$ cat src/design/dds_pkg.sv
// Shared types, codes and constants for the DFA dead state finder.
package dds_pkg;

    localparam int STATE_W       = 7;
    localparam int DEF_MAX_NODES = 64;

    localparam logic [1:0] REQ_EDGE = 2'd0;
    localparam logic [1:0] REQ_ATTR = 2'd1;
    localparam logic [1:0] REQ_RUN  = 2'd2;

    localparam logic [1:0] ATTR_NORMAL = 2'd0;
    localparam logic [1:0] ATTR_ACCEPT = 2'd1;
    localparam logic [1:0] ATTR_DEAD   = 2'd2;

    localparam logic [STATE_W-1:0] REG_STATE_COUNT_RST = 7'd64;
    localparam logic [STATE_W-1:0] REG_START_STATE_RST = 7'd1;

    typedef struct packed {
        logic [1:0]         req_type;
        logic [STATE_W-1:0] src_state;
        logic [STATE_W-1:0] dest_state;
        logic [1:0]         attribute;
    } cmd_t;

    typedef struct packed {
        logic [STATE_W-1:0] state_index;
        logic               dead;
        logic               last;
    } res_t;

    // Broadcast from the sequencer to every cell.
    typedef struct packed {
        logic               wr_edge;
        logic               wr_attr;
        logic [STATE_W-1:0] src_idx;
        logic [STATE_W-1:0] dst_idx;
        logic [1:0]         attr;
        logic               prep;
        logic               launch;
        logic               probe;
        logic [STATE_W-1:0] launch_idx;
        logic               capture;
        logic               shift;
    } ctl_t;

endpackage

$ cat src/design/dds_apb_regs.sv
// APB configuration registers: state count and start state.
module dds_apb_regs
    import dds_pkg::*;
(
    input  logic               clk,
    input  logic               rst_n,
    input  logic               psel,
    input  logic               penable,
    input  logic               pwrite,
    input  logic [2:0]         paddr,
    input  logic [31:0]        pwdata,
    output logic [31:0]        prdata,
    output logic               pready,
    output logic [STATE_W-1:0] state_count,
    output logic [STATE_W-1:0] start_state
);

    logic [STATE_W-1:0] count_reg, count_next;
    logic [STATE_W-1:0] start_reg, start_next;
    logic               wr;

    assign wr = psel && penable && pwrite;

    always_comb
    begin
        count_next = count_reg;
        start_next = start_reg;
        if (wr && !paddr[2])
        begin
            count_next = pwdata[STATE_W-1:0];
        end
        if (wr && paddr[2])
        begin
            start_next = pwdata[STATE_W-1:0];
        end
    end

    always_ff @(posedge clk or negedge rst_n)
    begin
        if (!rst_n)
        begin
            count_reg <= REG_STATE_COUNT_RST;
            start_reg <= REG_START_STATE_RST;
        end
        else
        begin
            count_reg <= count_next;
            start_reg <= start_next;
        end
    end

    assign prdata      = {{(32 - STATE_W){1'b0}}, (paddr[2] ? start_reg : count_reg)};
    assign pready      = 1'b1;
    assign state_count = count_reg;
    assign start_state = start_reg;

endmodule

$ cat config.mk
export PLATFORM = sky130hd
export DESIGN_NAME = dds_apb_regs
export DESIGN_NICKNAME = d
export VERILOG_FILES = /design/src/design/dds_pkg.sv /design/src/design/dds_apb_regs.sv
export SDC_FILE = /design/constraint.sdc
export NUM_CORES = 1
export LEC_CHECK = 0
export ABC_AREA = 0
export BUFFER_PORTS_ARGS = -buffer_cell sky130_fd_sc_hd__buf_2
export CAP_MARGIN = 20
export CORE_MARGIN = 5
export CORE_UTILIZATION = 37
export CTS_CLUSTER_SIZE = 28
export DETAILED_ROUTE_END_ITERATION = 7
export HOLD_SLACK_MARGIN = 0.03
export PLACE_DENSITY = 0.87
export SETUP_SLACK_MARGIN = 0.1
export SLEW_MARGIN = 40
export SYNTH_ARGS = -nofsm -noshare
export SYNTH_HDL_FRONTEND = slang
export SYNTH_SLANG_ARGS = --single-unit
export TNS_END_PERCENT = 30
$ cat constraint.sdc
create_clock -name clk -period 2.3 [get_ports clk]
set_clock_uncertainty 0.15 [all_clocks]
set_input_delay 0.46 -clock clk [delete_from_list [all_inputs] [get_ports clk]]
set_output_delay 0.46 -clock clk [all_outputs]
set_load 0.01 [all_outputs]
# Word-level counts from Yosys, hierarchy flattened
# Index checks and enable logic that the tools add are counted.
# Widths: inputs -> output; s select.
# word_totals
regBits	14
input_bits	40
out_inout_bits	47
wordCells	8
# classes
muxes	1
n_reduce_logical	5
# op_table
operator	n
$mux 7	1
$logic_and 1x1->1	4
$logic_not 1->1	1

# Logic depth before layout (Yosys ltp)
# logic_depth
depth_word	3
depth_mapped	3
ltp_nobuf	2

# Worst setup path before layout
# Ideal clock, no wire load.
# synth_timing
kind	input port to output port
startpoint	in paddr[2]
endpoint	out prdata[0]
arrival_time_ns	0.924
required_ns	1.690
path_slack_ns	0.766
stages	2
n_path_buf	1
cell_sequence	buf_6 -> mux2_2
# synth_via
elab_chain_len	1
# synth_rtl
item	line	source
from (decl)	dds_apb_regs.sv:10	input logic [2:0] paddr,
$mux 7	dds_apb_regs.sv:52	assign prdata = {{(32 - STATE_W){1'b0}}, (paddr[2] ? start_reg : count_reg)};
to (decl)	dds_apb_regs.sv:12	output logic [31:0] prdata,
# No other way between the ends.

# Worst setup path in the final report
# layout_timing
startpoint	in paddr[2]
endpoint	out prdata[2]
# The elaborated chain is that of the path after synthesis.

==> run metrics <==
share of the synthesized area in the top cell type between 30 and 40%; reg2reg path depth 1; count leader, synth buf_4; R2R Setup Slk 1.38 ns; Final #Nets 142; clk slew on worst S/H paths approximately 0.080 ns; Overflow after GRT 0; setup tns final 0 ns; CP Launch Point paddr[2]; ant diodes 0; CTS tree yes; RSZ-0062 raised after global routing no; final WL approximately 1600 um; final hold vios 0; Post-Syn Area roughly 840 um2; Mean Syn Cell Area around 13 um2; Pleak around 0.52 nW; Ports slightly below 90; initial DRC count 2; fillers ~220; pin count of the biggest net entering global routing 15; Crit Path Category in2out; CP Capture Point prdata[2]; CP max FO 9; Resized cells post-CTS 0; max cap viols 0; drt wl/cell approximately 13 um; Post-Syn Instances 66; total core area about 0.0022 mm2; total CTS buffers 3; final setup fails 0; total track usage 9.90%; Post-synth EDFFs 0; synth top area cells dfrtp_1, mux2_2, buf_4; Max Fclk around 0.56 GHz; cell taking the most area after synthesis dfrtp_1; final period utilization 78.1%; Die Wd roughly 58 um; number of port buffers 33; VDD IR max about 0.00046 V; pwr dens between 700 and 800 mW/mm2; RD Place Congestion approximately 0.66; full die area between 0.003 and 0.004 mm2; startpoint types input pin; drc violations 0; initial antenna violation count 0; Final Util between 40 and 50%; post-detail-place hpwl between 1000 and 1500 um; drt via density around 4.2; Arrival @ worst endpoint 1.19 ns; status finished, final reports clean; DR vias 545; buffers inserted by post-CTS timing repair 0; YS warnings 0; Worst Path Required 1.69 ns; Commonest cells post-synth buf_4, mux2_2, dfrtp_1; area grow syn2layout 15.5%; Top FF cell, synth dfrtp_1; CTS sink cnt 14; share of post-route cells with drive strength above 1 between 60% and 70%; Reg-to-Reg End start_state[4]; worst skew pair latency 0.27 ns; CTS max path bufs 2; Post-synth ARST share 100%; drt first pass iters 3; first-pass GRT wire length approximately 2500 um; Synth cell types 8; max-slew violations 0; crit end category output pin; sequential element share of the synthesized area 42.0%; vias in the first global route around 500; Die Y 57.6 um; flops & latches, synth 14; HP Class in2reg; Period minus WS final between 1.5 and 2 ns; Rows 17; Starting Density between 30% and 40%; H-Tree Depth 1; CTS root buf clkbuf_4; post-route ant nets 0; R2R Path Start start_state[4]
==> power by group <==
part | total, mW | internal (mW) | leakage, nW | switching (mW)
combinational | 0.261 | 0.130 | 0.335 | 0.131
clock | 0.172 | 0.0962 | 0.0210 | 0.0759
sequential | 0.339 | 0.306 | 0.165 | 0.0332
total | 0.772 | 0.532 | 0.521 | 0.241
==> cell usage in the layout, fill, tap and decap left out <==
cell	count
dfstp_2	2
clkbuf_4	3
clkbuf_8	1
nand4b_4	1
dlygate4sd3_1	1
nand4_2	1
mux2_2	21
conb_1	26
buf_2	33
dfrtp_1	12
==> routing by layer <==
layer  track usage [%]  share of wire, %
met5                 0                 0
met4             0.993                 0
met3              5.35                15
met2              17.7                51
met1              10.6                34
==> cell type report <==
cell class,instances,area [um2],share of cell area (%)
clock buffer,4,36.3,3.74
multi-input combinational,49,370,38.2
sequential,14,353,36.4
tap,28,35.0,3.61
timing repair buffer,34,175,18.1
==> worst min-delay path by stage <==
stage	start	end	slack [ns]	depth (start not counted)
2_1_floorplan	rst_n	start_state[1]	0.01	0
3_3_place_gp	rst_n	start_state[6]	0.22	1
3_5_place_dp	rst_n	start_state[6]	0.22	1
4_1_cts	pwdata[1]	start_state[1]	0.27	2
5_1_grt	pwdata[5]	start_state[5]	0.26	2
6_report	pwdata[1]	start_state[1]	0.28	2
==> state kept, by name (all words and copies together) (netlist names) <==
signal	cells
state_count	7
start_state	7
==> critical path, stage by stage <==
cell    delay, ns
buf_2        0.22
mux2_2       0.37
buf_2        0.14
==> kinds of logic (layout without fill, tap and decap cells) <==
| kind of cell | count (synthesis) | after routing | share of synthesized area [%] |
|---|---|---|---|
| buffers and inverters | 27 | 38 | 24.6 |
| AND/OR/NAND/NOR | 2 | 2 | 4.32 |
| flip-flops | 14 | 14 | 42.0 |
| multiplexers | 21 | 21 | 28.2 |
| other | 2 | 26 | 0.895 |
==> repair_timing <==
action                                  4_1_cts  5_1_grt
endpoints found under the setup margin        0        0
hold endpoints to repair                     12        0
hold buffers                                  1        0
==> stage by stage <==
stage               power (mW)  cells  instance area [um2]  hold slack (ns)  setup WS [ns]
finish                   0.772    129                  970            0.276          0.504
global route             0.827    129                  970            0.263          0.452
CTS                      0.786    129                  970            0.269          0.486
global placement         0.597    124                  923            0.217          0.501
detailed placement       0.609    124                  923            0.222          0.493
floorplan                0.525     90                  930           0.0144          0.766
Note: power is estimated with default switching activity, not from simulation.
