--- src/design/dds_pkg.sv ---
// Shared types, codes and constants for the DFA dead state finder.
package dds_pkg;

    localparam int STATE_W       = 7;
    localparam int DEF_MAX_NODES = 64;

    localparam logic [1:0] REQ_EDGE = 2'd0;
    localparam logic [1:0] REQ_ATTR = 2'd1;
    localparam logic [1:0] REQ_RUN  = 2'd2;

    localparam logic [1:0] ATTR_NORMAL = 2'd0;
    localparam logic [1:0] ATTR_ACCEPT = 2'd1;
    localparam logic [1:0] ATTR_DEAD   = 2'd2;

    localparam logic [STATE_W-1:0] REG_STATE_COUNT_RST = 7'd64;
    localparam logic [STATE_W-1:0] REG_START_STATE_RST = 7'd1;

    typedef struct packed {
        logic [1:0]         req_type;
        logic [STATE_W-1:0] src_state;
        logic [STATE_W-1:0] dest_state;
        logic [1:0]         attribute;
    } cmd_t;

    typedef struct packed {
        logic [STATE_W-1:0] state_index;
        logic               dead;
        logic               last;
    } res_t;

    // Broadcast from the sequencer to every cell.
    typedef struct packed {
        logic               wr_edge;
        logic               wr_attr;
        logic [STATE_W-1:0] src_idx;
        logic [STATE_W-1:0] dst_idx;
        logic [1:0]         attr;
        logic               prep;
        logic               launch;
        logic               probe;
        logic [STATE_W-1:0] launch_idx;
        logic               capture;
        logic               shift;
    } ctl_t;

endpackage

--- src/design/dds_ctrl.sv ---
// Sequencer: command decode, closure schedule, probe, result emission.
module dds_ctrl
    import dds_pkg::*;
#(
    parameter int MAX_NODES = DEF_MAX_NODES
)
(
    input  logic               clk,
    input  logic               rst_n,
    input  logic               start,
    input  cmd_t               cmd,
    input  logic [STATE_W-1:0] n_eff,
    input  logic [STATE_W-1:0] start_state,
    input  logic               dead_head,
    output logic               busy,
    output ctl_t               ctl,
    output res_t               result,
    output logic               result_strobe
);

    localparam int CNT_W = $clog2(3 * MAX_NODES);
    localparam logic [STATE_W-1:0] MAX_N = STATE_W'(MAX_NODES);

    typedef enum logic [5:0] {
        ST_IDLE  = 6'b000001,
        ST_PREP  = 6'b000010,
        ST_CLOSE = 6'b000100,
        ST_PROBE = 6'b001000,
        ST_CAPT  = 6'b010000,
        ST_EMIT  = 6'b100000
    } state_t;

    state_t             state_reg, state_next;
    logic [CNT_W-1:0]   cnt_reg, cnt_next;
    logic [STATE_W-1:0] idx_reg, idx_next;
    logic [CNT_W-1:0]   close_end;
    logic [CNT_W-2:0]   half;
    logic               src_ok, dst_ok, start_ok, is_last;

    assign close_end = CNT_W'(n_eff) + CNT_W'(n_eff) + CNT_W'(MAX_NODES - 2);
    assign half      = cnt_reg[CNT_W-1:1];
    assign src_ok    = (cmd.src_state != '0) && (cmd.src_state <= MAX_N);
    assign dst_ok    = (cmd.dest_state != '0) && (cmd.dest_state <= MAX_N);
    assign start_ok  = (start_state != '0) && (start_state <= n_eff);
    assign is_last   = (idx_reg == n_eff);

    always_comb
    begin
        state_next = state_reg;
        cnt_next   = cnt_reg;
        idx_next   = idx_reg;
        ctl        = '0;
        ctl.src_idx = cmd.src_state - STATE_W'(1);
        ctl.dst_idx = cmd.dest_state - STATE_W'(1);
        ctl.attr    = cmd.attribute;

        case (state_reg)
            ST_IDLE:
            begin
                if (start)
                begin
                    case (cmd.req_type)
                        REQ_EDGE: ctl.wr_edge = src_ok && dst_ok;
                        REQ_ATTR: ctl.wr_attr = src_ok;
                        REQ_RUN:  state_next  = ST_PREP;
                        default:  ;
                    endcase
                end
            end
            ST_PREP:
            begin
                ctl.prep   = 1'b1;
                cnt_next   = '0;
                state_next = ST_CLOSE;
            end
            ST_CLOSE:
            begin
                // Launch pivot k on even counts; the last one needs a full lap.
                ctl.launch     = !cnt_reg[0] && (STATE_W'(half) < n_eff);
                ctl.launch_idx = STATE_W'(half);
                cnt_next       = cnt_reg + CNT_W'(1);
                if (cnt_reg == close_end)
                begin
                    cnt_next   = '0;
                    state_next = ST_PROBE;
                end
            end
            ST_PROBE:
            begin
                ctl.launch     = (cnt_reg == '0) && start_ok;
                ctl.probe      = 1'b1;
                ctl.launch_idx = start_state - STATE_W'(1);
                cnt_next       = cnt_reg + CNT_W'(1);
                if (cnt_reg == CNT_W'(MAX_NODES))
                begin
                    state_next = ST_CAPT;
                end
            end
            ST_CAPT:
            begin
                ctl.capture = 1'b1;
                idx_next    = STATE_W'(1);
                state_next  = ST_EMIT;
            end
            ST_EMIT:
            begin
                ctl.shift = 1'b1;
                idx_next  = idx_reg + STATE_W'(1);
                if (is_last)
                begin
                    state_next = ST_IDLE;
                end
            end
            default:
            begin
                state_next = ST_IDLE;
            end
        endcase
    end

    always_ff @(posedge clk or negedge rst_n)
    begin
        if (!rst_n)
        begin
            state_reg <= ST_IDLE;
            cnt_reg   <= '0;
            idx_reg   <= '0;
        end
        else
        begin
            state_reg <= state_next;
            cnt_reg   <= cnt_next;
            idx_reg   <= idx_next;
        end
    end

    assign busy               = (state_reg != ST_IDLE);
    assign result_strobe      = (state_reg == ST_EMIT);
    assign result.state_index = idx_reg;
    assign result.dead        = dead_head;
    assign result.last        = is_last;

endmodule

--- config.mk ---
export PLATFORM = sky130hd
export DESIGN_NAME = dds_ctrl
export DESIGN_NICKNAME = d
export VERILOG_FILES = /design/src/design/dds_pkg.sv /design/src/design/dds_ctrl.sv
export SDC_FILE = /design/constraint.sdc
export NUM_CORES = 1
export LEC_CHECK = 0
export BUFFER_PORTS_ARGS = -buffer_cell sky130_fd_sc_hd__buf_2
export CELL_PAD_IN_SITES_DETAIL_PLACEMENT = 2
export CELL_PAD_IN_SITES_GLOBAL_PLACEMENT = 2
export CORE_AREA = 2 2 89 91
export DETAILED_ROUTE_END_ITERATION = 8
export DIE_AREA = 0 0 91 93
export PLACE_DENSITY_LB_ADDON = 0.1
export SLEW_MARGIN = 0
export SYNTH_ARGS = -nofsm -noshare
export SYNTH_HDL_FRONTEND = slang
export SYNTH_SLANG_ARGS = --single-unit
--- constraint.sdc ---
create_clock -name clk -period 4.8 [get_ports clk]
set_input_delay 0.24 -clock clk [delete_from_list [all_inputs] [get_ports clk]]
set_output_delay 0.24 -clock clk [all_outputs]
set_load 0.01 [all_outputs]
# [Yosys cells after proc, flatten, opt, wreduce, memory -nomap -nowiden]
# Cells that the tools add are included.
[totals] in_bits=36 reg_bits=21 output_inout_bits=41
[classes] n_eq_ne=17 n_reduce_logical=15 n_addsub=7 n_lt_le_gt_ge=4 n_mux=19
[ops] cell="$pmux 6 s6" count=1
[ops] cell="$mux 6" count=5
[ops] cell="$pmux 7 s2" count=2
[ops] cell="$pmux 8 s3" count=1
[ops] cell="$reduce_bool 7->1" count=3
[ops] cell="$sub 7x1->7 const B" count=3
[ops] cell="$le 7x7->1 const B" count=2
[ops] cell="$add 7x7->8" count=1
[ops] cell="$add 8x1->8 const B" count=1
[ops] cell="$add 8x6->8 const B" count=1
[ops] cell="$eq 8x7->1 const B" count=1
[ops] cell="$eq 8x8->1" count=1
[ops] cell="$logic_not 8->1" count=1
[ops] cell="$mux 8" count=1
[ops] cell="$add 7x1->7 const B" count=1
[ops] cell="$eq 7x7->1" count=1
[ops] cell="$le 7x7->1" count=1
[ops] cell="$lt 7x7->1" count=1
[ops] cell="$eq 6x1->1 const B" count=1
[ops] cell="$eq 6x2->1 const B" count=1
[ops] cell="$eq 6x3->1 const B" count=1
[ops] cell="$eq 6x4->1 const B" count=1
[ops] cell="$eq 6x5->1 const B" count=1
[ops] cell="$eq 6x6->1 const B" count=1
[ops] cell="other kinds (14)" count=28

# [Longest topological paths before layout]
[logic_depth] word_depth=6 ltp_mapped=7

# [Least setup slack after synthesis]
# Ideal clock, no wire load.
[synth_timing] path_type="register to output" startpoint="register cnt_reg[0]" endpoint="output ctl[10] (netlist name)" required_time_ns=4.560 path_stages_with_launch=7 path_slack_ns=2.899 t_arrival_ns=1.661 path_cell_list="dfrtp_1 > inv_1 > ha_1 > or4b_1 > nor3_1 > nand4_1 > o21ai_0"
[synth_rtl] item="start: declaration" line="dds_ctrl.sv:34" text="logic [CNT_W-1:0] cnt_reg, cnt_next;"
[synth_rtl] item="start signal: assignment" line="dds_ctrl.sv:132" text="cnt_reg <= cnt_next;"
[synth_rtl] item="end: declaration" line="dds_ctrl.sv:16" text="output ctl_t ctl,"

==> summary.md <==
| Metric | Value |
|---|---|
| Worst path max stage delay | `480 ps` |
| FF+latch count, synth | `21` |
| Max reg flops | `8` |
| Register area | `527 um2` |
| Asr flop ratio synth | `1.00` |
| Worst-Skew Late Latency | `260 ps` |
| RSZ-0062 raised after global routing | `false` |
| Initial drt markers | `37` |
| Routability congestion estimate | `0.760` |
| CP Capture Type | `primary output` |
| Register area share after synthesis | `0.232` |
| Tightest Pin Transition | `780 ps` |
| Final setup fails | `0` |
| Vias | `2263` |
| Multi-input logic area | `0.00156 mm2` |
| TritonCTS Buffers | `3` |
| Vias in the first global route | `2337` |
| Site Rows | `32` |
| Global-route wire length before repair | `12.1 mm` |
| Final hold vios | `0` |
| Starting Density | `0.301` |
| Dpl cell area | `0.00265 mm2` |
| WP buf/inv | `2` |
| Area Overhead vs Synth | `19.3%` |
| Post-synth top cells | `nand2_1, ha_1, inv_1, xor2_1, dfrtp_1` |
| Critical Path RT | `4560 ps` |
| Antenna Cells | `0` |
| Congestion Overflow GR | `0` |
| Share of Yosys cell area claimed by the top area cell type | `0.221` |
| Clock slew at reported path FFs | `80 ps` |
| Syn nets | `333` |
| Leakage power | `1.34 nW` |
| Fmax | `398 MHz` |
| Top_reg_cell synth | `dfrtp_1` |
| Warnings, synthesis | `0` |
| Die H | `93 um` |
| Outcome | `complete, no violations` |
| IO Pins | `77` |
| DP Wirelength | `6.17 mm` |
| CTS tree | `built` |
| Initial antenna violation count | `0` |
| Worst-path fanout max | `8` |
| Period utilisation layout | `0.524` |
| GRT Resource Usage Total | `0.177` |
| Number of synthesized flops with an enable pin | `0` |
| CP max stage cell | `dfrtp_1` |
| DR vias/cell | `5.20` |
| Post-route ant nets | `0` |
| Post-synth cell types | `58` |
| Hold_ws | `328 ps` |
| Max_cap viols | `0` |
| Syn Inst Count | `273` |
| Final min period | `2510 ps` |
| PortBufs | `70` |
| Syn Area/Cell | `8.30 um2` |
| Drt first pass iters | `4` |
| Share of cells above drive strength 1 | `0.264` |
| Mapped Area | `0.00227 mm2` |
| Die ar. | `0.00846 mm2` |
| Most frequent cell after synthesis | `nand2_1` |
| Rel. slew slack | `0.478` |
| Worst Setup Start Kind | `flop` |
| Largest cells by area after synthesis | `dfrtp_1, ha_1, xor2_1` |
| Critical Path AT | `2270 ps` |
| Max Transition Viols Final | `0` |
| Largest net degree at the start of global routing | `22` |
| Nets | `394` |
| # DRC | `0` |
| Clk root buf | `clkbuf_8` |
| Fillers | `937` |
| Maximum VDD drop | `0.0000982 V` |
| Core region area | `0.00753 mm2` |
| Clock Skew | `1.64 ps` |
| Clock Path Buffers | `2` |
| Die W | `91 um` |
| Top delay family on crit path | `simple AND/OR/NAND/NOR gates` |
| Htree depth | `1` |
| Hold WC Path Type | `primary input to flop` |
| Synth area leader | `dfrtp_1` |
| Pwr per Cell Area | `248 mW/mm2` |
| Sink Count | `21` |
| CP Cell Sequence | `inv_1 > ha_1 > or4b_1 > nor3_1 > nand4_1 > o21ai_0 > buf_2` |
| CP Class | `flop to primary output` |
| Fin area | `0.00270 mm2` |
| Avg WL per Cell | `17.4 um` |
| Setup TNS | `0 ps` |
| Final wirelength | `7.56 mm` |
[layer usage]
layer / up-vias / global-route usage / share of wire
li1: 1096 / - / -
met1: 1130 / 0.221 / 0.45
met4: 0 / 0.0379 / 0.0098
met5: - / 0 / 0
met2: 31 / 0.327 / 0.52
met3: 6 / 0.0210 / 0.027
[final timing paths]
kind | start | endpoint | slack (ps) | depth (start not counted)
worst max-delay path | cnt_reg[0] | ctl[10] | 2290 | 7
worst min-delay path | cmd[17] | state_reg[0] | 330 | 4
worst max register to register | state_reg[3] | state_reg[1] | 2530 | 4
worst min register to register | idx_reg[6] | idx_reg[6] | 550 | 1
max in group asynchronous | rst_n | state_reg[0] | 3960 | 2
min in group asynchronous | rst_n | idx_reg[2] | 480 | 2
[final cells by class]
type                       count  share of cell area
clock buffer                   3              0.0153
clock inverter                 1             0.00185
inverter                      23              0.0319
multi-input combinational    214               0.576
sequential                    21               0.195
tap                          102              0.0472
timing repair buffer          71               0.133
[timing repair]
item / CTS / global route
buffers inserted: 0 / 0
hold buffers: 1 / 0
hold endpoints to repair: 20 / 0
gates resized for setup: 0 / 0
[where the power goes]
part / internal (W) / switching (W) / leakage (nW)
sequential: 0.000202 / 0.0000407 / 0.287
combinational: 0.000125 / 0.000182 / 1.03
clock: 0.0000580 / 0.0000616 / 0.0255
total: 0.000385 / 0.000285 / 1.34
[cells by family (layout without fill, tap and decap cells)]
group                    after synthesis  in the layout  synth area share
adder cells (fa/ha/maj)               24             24             0.133
buffers and inverters                 38             98            0.0806
AND/OR/NAND/NOR                      104            104             0.267
AO/OA/AOI/OAI                         48             48             0.140
multiplexers                           1              1           0.00442
flip-flops                            21             21             0.232
XOR/XNOR                              37             37             0.143
[layout by cell type, fill, tap and decap left out, types with 3 or more instances in the layout]
cell,instances
nand2_1,27
ha_1,24
nor3_1,13
dfrtp_1,20
nor2b_1,4
xor2_1,21
o21ai_0,14
buf_2,70
and3_1,4
a21oi_1,9
nor4b_1,3
nand4_1,8
inv_1,22
nand3_1,7
clkbuf_8,3
xnor2_1,16
nand3b_1,3
nor4_1,9
nor2_1,9
[tightest hold or removal path: stages]
cell and delay, ps:
buf_2 90, nand3b_1 110, nand2_1 90, o41ai_1 60
[stage by stage]
| step | utilization | setup WS [ps] | instances | total power [W] |
|---|---|---|---|---|
| 2_1_floorplan | - | 2900 | 273 | 0.000445 |
| 3_3_place_gp | 0.352 | 2530 | 430 | 0.000546 |
| 3_5_place_dp | 0.352 | 2530 | 430 | 0.000554 |
| 4_1_cts | 0.359 | 2270 | 435 | 0.000685 |
| 5_1_grt | 0.359 | 2120 | 435 | 0.000727 |
| 6_report | 0.359 | 2290 | 435 | 0.000670 |
(Power assumes the default switching activity.)
